[src/hw/rtl/first_match_packet_rule_table_unit_defines.svh]
// assertion macros for the first-match packet rule table
// no dependencies; included by the top-level module, the only one that carries assertions
`ifndef FIRST_MATCH_PACKET_RULE_TABLE_UNIT_DEFINES_SVH
`define FIRST_MATCH_PACKET_RULE_TABLE_UNIT_DEFINES_SVH

`ifndef SYNTH
`define FMPRT_ASSERT_NOW(label, clk, rst_n, ante, cons) \
  label: assert property (@(posedge clk) disable iff (!rst_n) (ante) |-> (cons)) \
    else $error("fmprt assertion failed");
`define FMPRT_ASSERT_NEXT(label, clk, rst_n, ante, cons) \
  label: assert property (@(posedge clk) disable iff (!rst_n) (ante) |=> (cons)) \
    else $error("fmprt assertion failed");
`else
`define FMPRT_ASSERT_NOW(label, clk, rst_n, ante, cons)
`define FMPRT_ASSERT_NEXT(label, clk, rst_n, ante, cons)
`endif

`endif

[src/hw/rtl/fmprt_pkg.sv]
// shared types, codes and the rule compare function of the packet rule table
// no dependencies
package fmprt_pkg;

  localparam logic [1:0] OP_CLASSIFY = 2'd0;
  localparam logic [1:0] OP_APPEND   = 2'd1;
  localparam logic [1:0] OP_CLEAR    = 2'd2;

  localparam logic [2:0] HOOK_LOCAL_IN  = 3'd1;
  localparam logic [2:0] HOOK_LOCAL_OUT = 3'd3;

  localparam logic [7:0] PROTO_ICMP = 8'd1;
  localparam logic [7:0] PROTO_TCP  = 8'd6;
  localparam logic [7:0] PROTO_UDP  = 8'd17;

  // care mask bit positions
  localparam int CARE_SRC_IP   = 0;
  localparam int CARE_SRC_PORT = 1;
  localparam int CARE_DST_IP   = 2;
  localparam int CARE_DST_PORT = 3;
  localparam int CARE_PROTO    = 4;
  localparam int CARE_MINUTE   = 5;

  typedef struct packed {
    logic [31:0] src_ip;
    logic [31:0] dst_ip;
    logic [7:0]  protocol;
    logic [15:0] src_port;
    logic [15:0] dst_port;
    logic [5:0]  minute;
  } key_t;

  typedef struct packed {
    key_t       key;
    logic [5:0] care;
    logic       action;
  } rule_t;

  // result token that walks the cell chain
  typedef struct packed {
    logic valid;
    logic found;
    logic action;
  } tok_t;

  function automatic logic rule_hits(rule_t r, key_t k);
    logic ported;
    logic known;
    logic hit;
    ported = (k.protocol == PROTO_TCP) || (k.protocol == PROTO_UDP);
    known  = ported || (k.protocol == PROTO_ICMP);
    hit    = (r.care != 6'd0);
    if (r.care[CARE_SRC_IP] && (r.key.src_ip != k.src_ip)) hit = 1'b0;
    if (r.care[CARE_DST_IP] && (r.key.dst_ip != k.dst_ip)) hit = 1'b0;
    if (r.care[CARE_SRC_PORT] && (!ported || (r.key.src_port != k.src_port))) hit = 1'b0;
    if (r.care[CARE_DST_PORT] && (!ported || (r.key.dst_port != k.dst_port))) hit = 1'b0;
    if (r.care[CARE_PROTO] && (!known || (r.key.protocol != k.protocol))) hit = 1'b0;
    if (r.care[CARE_MINUTE] && (r.key.minute != k.minute)) hit = 1'b0;
    return hit;
  endfunction

endpackage

[src/hw/rtl/fmprt_cell.sv]
// one rule slot of the chain: holds a rule and updates the passing result token
// depends on fmprt_pkg
module fmprt_cell #(
  parameter int IDX_W    = 8,
  parameter int CNT_W    = 9,
  parameter int CELL_IDX = 0
) (
  input  logic                clk,
  input  logic                rst_n,
  input  logic                wr_en,
  input  fmprt_pkg::rule_t    wr_rule,
  input  logic [CNT_W-1:0]    count,
  input  fmprt_pkg::key_t     key,
  input  fmprt_pkg::tok_t     tok_in,
  input  logic [IDX_W-1:0]    idx_in,
  output fmprt_pkg::tok_t     tok_out,
  output logic [IDX_W-1:0]    idx_out
);
  import fmprt_pkg::*;

  rule_t            rule_r;
  tok_t             tok_r;
  tok_t             tok_nxt;
  logic [IDX_W-1:0] idx_r;
  logic [IDX_W-1:0] idx_nxt;
  logic             active;
  logic             hit;

  assign active = CNT_W'(CELL_IDX) < count;
  assign hit    = active && rule_hits(rule_r, key);

  always_comb begin
    tok_nxt       = tok_in;
    idx_nxt       = idx_in;
    tok_nxt.found = tok_in.found | hit;
    // first hit in chain order wins
    if (!tok_in.found && hit) begin
      tok_nxt.action = rule_r.action;
      idx_nxt        = IDX_W'(CELL_IDX);
    end
  end

  always_ff @(posedge clk) begin
    if (wr_en && (count == CNT_W'(CELL_IDX))) begin
      rule_r <= wr_rule;
    end
    idx_r <= idx_nxt;
    if (!rst_n) begin
      tok_r <= '0;
    end else begin
      tok_r <= tok_nxt;
    end
  end

  assign tok_out = tok_r;
  assign idx_out = idx_r;

endmodule

[config.mk]
export PLATFORM = sky130hd
export DESIGN_NAME = fmprt_cell
export DESIGN_NICKNAME = d
export VERILOG_FILES = /design/src/hw/rtl/first_match_packet_rule_table_unit_defines.svh /design/src/hw/rtl/fmprt_pkg.sv /design/src/hw/rtl/fmprt_cell.sv
export SDC_FILE = /design/constraint.sdc
export NUM_CORES = 1
export LEC_CHECK = 0
export ABC_AREA = 1
export BUFFER_PORTS_ARGS = -buffer_cell sky130_fd_sc_hd__buf_2
export CELL_PAD_IN_SITES_DETAIL_PLACEMENT = 1
export CELL_PAD_IN_SITES_GLOBAL_PLACEMENT = 1
export CORE_UTILIZATION = 38
export CTS_CLUSTER_DIAMETER = 60
export DETAILED_ROUTE_END_ITERATION = 7
export GPL_TIMING_DRIVEN = 1
export PLACE_DENSITY_LB_ADDON = 0.1
export SLEW_MARGIN = 20
export SYNTH_ARGS = -nofsm -noshare
export SYNTH_HDL_FRONTEND = slang
export SYNTH_SLANG_ARGS = --single-unit
[constraint.sdc]
create_clock -name clk -period 14 [get_ports clk]
set_input_delay 2.8 -clock clk [delete_from_list [all_inputs] [get_ports clk]]
set_output_delay 2.8 -clock clk [all_outputs]
set_load 0.01 [all_outputs]
==> out/metrics.csv <==
metric;value;unit
required;14.04;ns
clock_skew;0.008438;ns
crit_chain;buf_2 -> or2_2 -> nor3b_1 -> and2_4 -> buf_4;
stdcell_area;7756;um^2
synth_nets;752;
ys_types;20;
cpMaxStageDelayCell;and2_4;
vdd_drop_max;69.24;uV
grt_pass1_vias;4683;
die_h;123.6;um
worst_pin_slew;0.9382;ns
hold_buffers;0;
worstSetupStartpoint;count[6];
r2r_slack;12.24;ns
critPathMaxStageDelay;0.82;ns
grt.overflow.total;0;
io_buffers;260;
fillers;1643;
worst-path-buf-inv;2;
status;finished, final reports clean;
finalCriticalPeriod;4.922;ns
die_width;123.6;um
finalPower;915.6;uW
layout_commonest_cell;buf_2;
grt.total_usage;19.19;%
power_density;118.0;nW/um^2
dr.pass1.iters;4;
worstSetupPathType;in -> reg;
root_buffer;clkbuf_16;
cp_data_arrival_time;4.96;ns
relSlewSlack;37.45;%
fp-row-count;44;
finalMaxSlewViolations;0;
r2r_end;idx_out[3]$_SDFF_PP0_;
finalCritPeriodShare;35.16;%
clockBufferDepth;2;
end_kind;flip-flop;
syn_area;5623;um^2
cts.sink_count;128;
tritoncts;built;
grt_max_degree;72;
reg2reg_from;rule_r[77]$_DFFE_PP_;
ys_warn_count;0;
core_area;14480;um^2
drc;0;
p_leak;3.488;nW
drive_gt1_share;37.48;%
cp-endpoint;rule_r[17]$_DFFE_PP_;
numCtsBuffers;17;
htreeDepth;4;
antenna_left;0;
pin_count;261;
fin_tns_setup;0;ns
hold_viol;0;
drtIter0Drc;109;
synthCells;502;
hold_class;reg -> reg;
vias;4363;
gp_congestion;0.7640;
cp.depth;5;
dp_hpwl;11.36;mm
detail_route.wl_per_cell;14.58;um
nNetsFinal;1032;
final-setup-viol-count;0;
cap_violations;0;
wirelength;14.29;mm
cts_resized;0;
syn_area_per_cell;11.20;um^2
start_util;38.84;%
rsz0062_at_grt;false;
post_cts_buffers;0;
die-area;15290;um^2
clkSlewWorstSetupHoldPaths;0.05;ns
worst-r2r-cell-count;10;
ys_seq_area_share;66.40;%
clk_latency;0.41;ns
cp_top_family;simple AND/OR/NAND/NOR gates;
grt_pass1_wl;21.22;mm
start_kind;input port;
placed_area;7164;um^2
synth_seq_cells;128;
layout_common_cells;260 x buf_2, 125 x nand2_1, 117 x edfxtp_1;
path_max_fanout;71;
viasPerCell;4.452;
area.growth.synth_to_final;37.94;%
utilization;53.57;%
antenna_found_initial;1;
fmax;203.2;MHz
## registers in the layout, summed over array words and instances (netlist names)
register	flops
tok_out	3
rule_r	117
idx_out	8
## Yosys cell counts
cell,n,area [um^2]
dfxtp_1,11,220.2
nor3b_1,1,7.510
nor3_1,3,15.01
o21ai_0,3,15.01
edfxtp_1,117,3513
or2_2,3,18.77
o21a_1,1,7.510
nor2_1,73,274.0
nor3_4,1,16.27
a21oi_2,1,8.760
nand4_1,2,12.51
inv_1,63,236.5
xor2_1,22,192.7
nand2_2,1,6.260
and2_1,1,6.260
nor2_2,3,18.77
xnor2_1,61,534.3
nand3_1,9,45.04
nand2_1,125,469.2
a21oi_1,1,5.000
## tightest hold or removal path: cells and delay by family (launching register included)
kind | cells | cell delay (ns)
flip-flops | 1 | 0.32
AND/OR/NAND/NOR | 3 | 0.19
buffers and inverters | 1 | 0.04
## worst min-delay path by stage
stage	start	end	slack [ns]	cells past startpoint
after floorplan	rule_r[0]$_DFFE_PP_	tok_out[0]$_SDFF_PN0_	0.53	4
after global placement	rule_r[0]$_DFFE_PP_	tok_out[0]$_SDFF_PN0_	0.56	4
final	rule_r[0]$_DFFE_PP_	tok_out[0]$_SDFF_PN0_	0.59	4
after global routing	rule_r[0]$_DFFE_PP_	tok_out[0]$_SDFF_PN0_	0.66	4
after CTS	rule_r[0]$_DFFE_PP_	tok_out[0]$_SDFF_PN0_	0.59	4
after detailed placement	rule_r[0]$_DFFE_PP_	tok_out[0]$_SDFF_PN0_	0.58	4
## per-stage QoR
stage	setup WS (ns)	instances	hold WS (ns)
3_3_place_gp	8.724	947	0.5556
3_5_place_dp	8.619	947	0.5847
5_1_grt	8.904	980	0.6612
4_1_cts	9.060	979	0.5942
2_1_floorplan	7.498	502	0.5295
6_report	9.078	980	0.5873
## power by group
| part | total (mW) | switching, mW | internal [mW] |
|---|---|---|---|
| sequential | 0.420 | 0.000563 | 0.419 |
| clock | 0.431 | 0.154 | 0.277 |
| combinational | 0.0650 | 0.0273 | 0.0377 |
| total | 0.916 | 0.182 | 0.733 |
## routing by layer
layer	up-vias	share of wire, %	GRT usage (%)
met5	-	0	0
met4	0	2.6	8.886
met3	27	9.9	7.830
met2	170	53	35.38
met1	2001	35	18.40
li1	2165	-	-
## cell families (layout without fill, tap and decap cells)
kind of cell	after synthesis	after routing	synth area share, %
flip-flops	128	128	66.40
AND/OR/NAND/NOR	222	222	15.82
AO/OA/AOI/OAI	6	6	0.6452
buffers and inverters	63	356	4.206
other	0	1	0
XOR/XNOR	83	83	12.93
## layout make-up
cell class / count / area [um^2] / area share [%]
flip-flops and latches: 128 / 3734 / 48.14
multi-input cells: 311 / 1655 / 21.34
repair buffers: 261 / 1309 / 16.87
clock buffers: 29 / 574.3 / 7.404
inverters: 63 / 236.5 / 3.049
well taps: 184 / 230.2 / 2.968
clock inverters: 3 / 15.01 / 0.1936
diodes: 1 / 2.502 / 0.03226
Power figures use the tool's default switching activity.
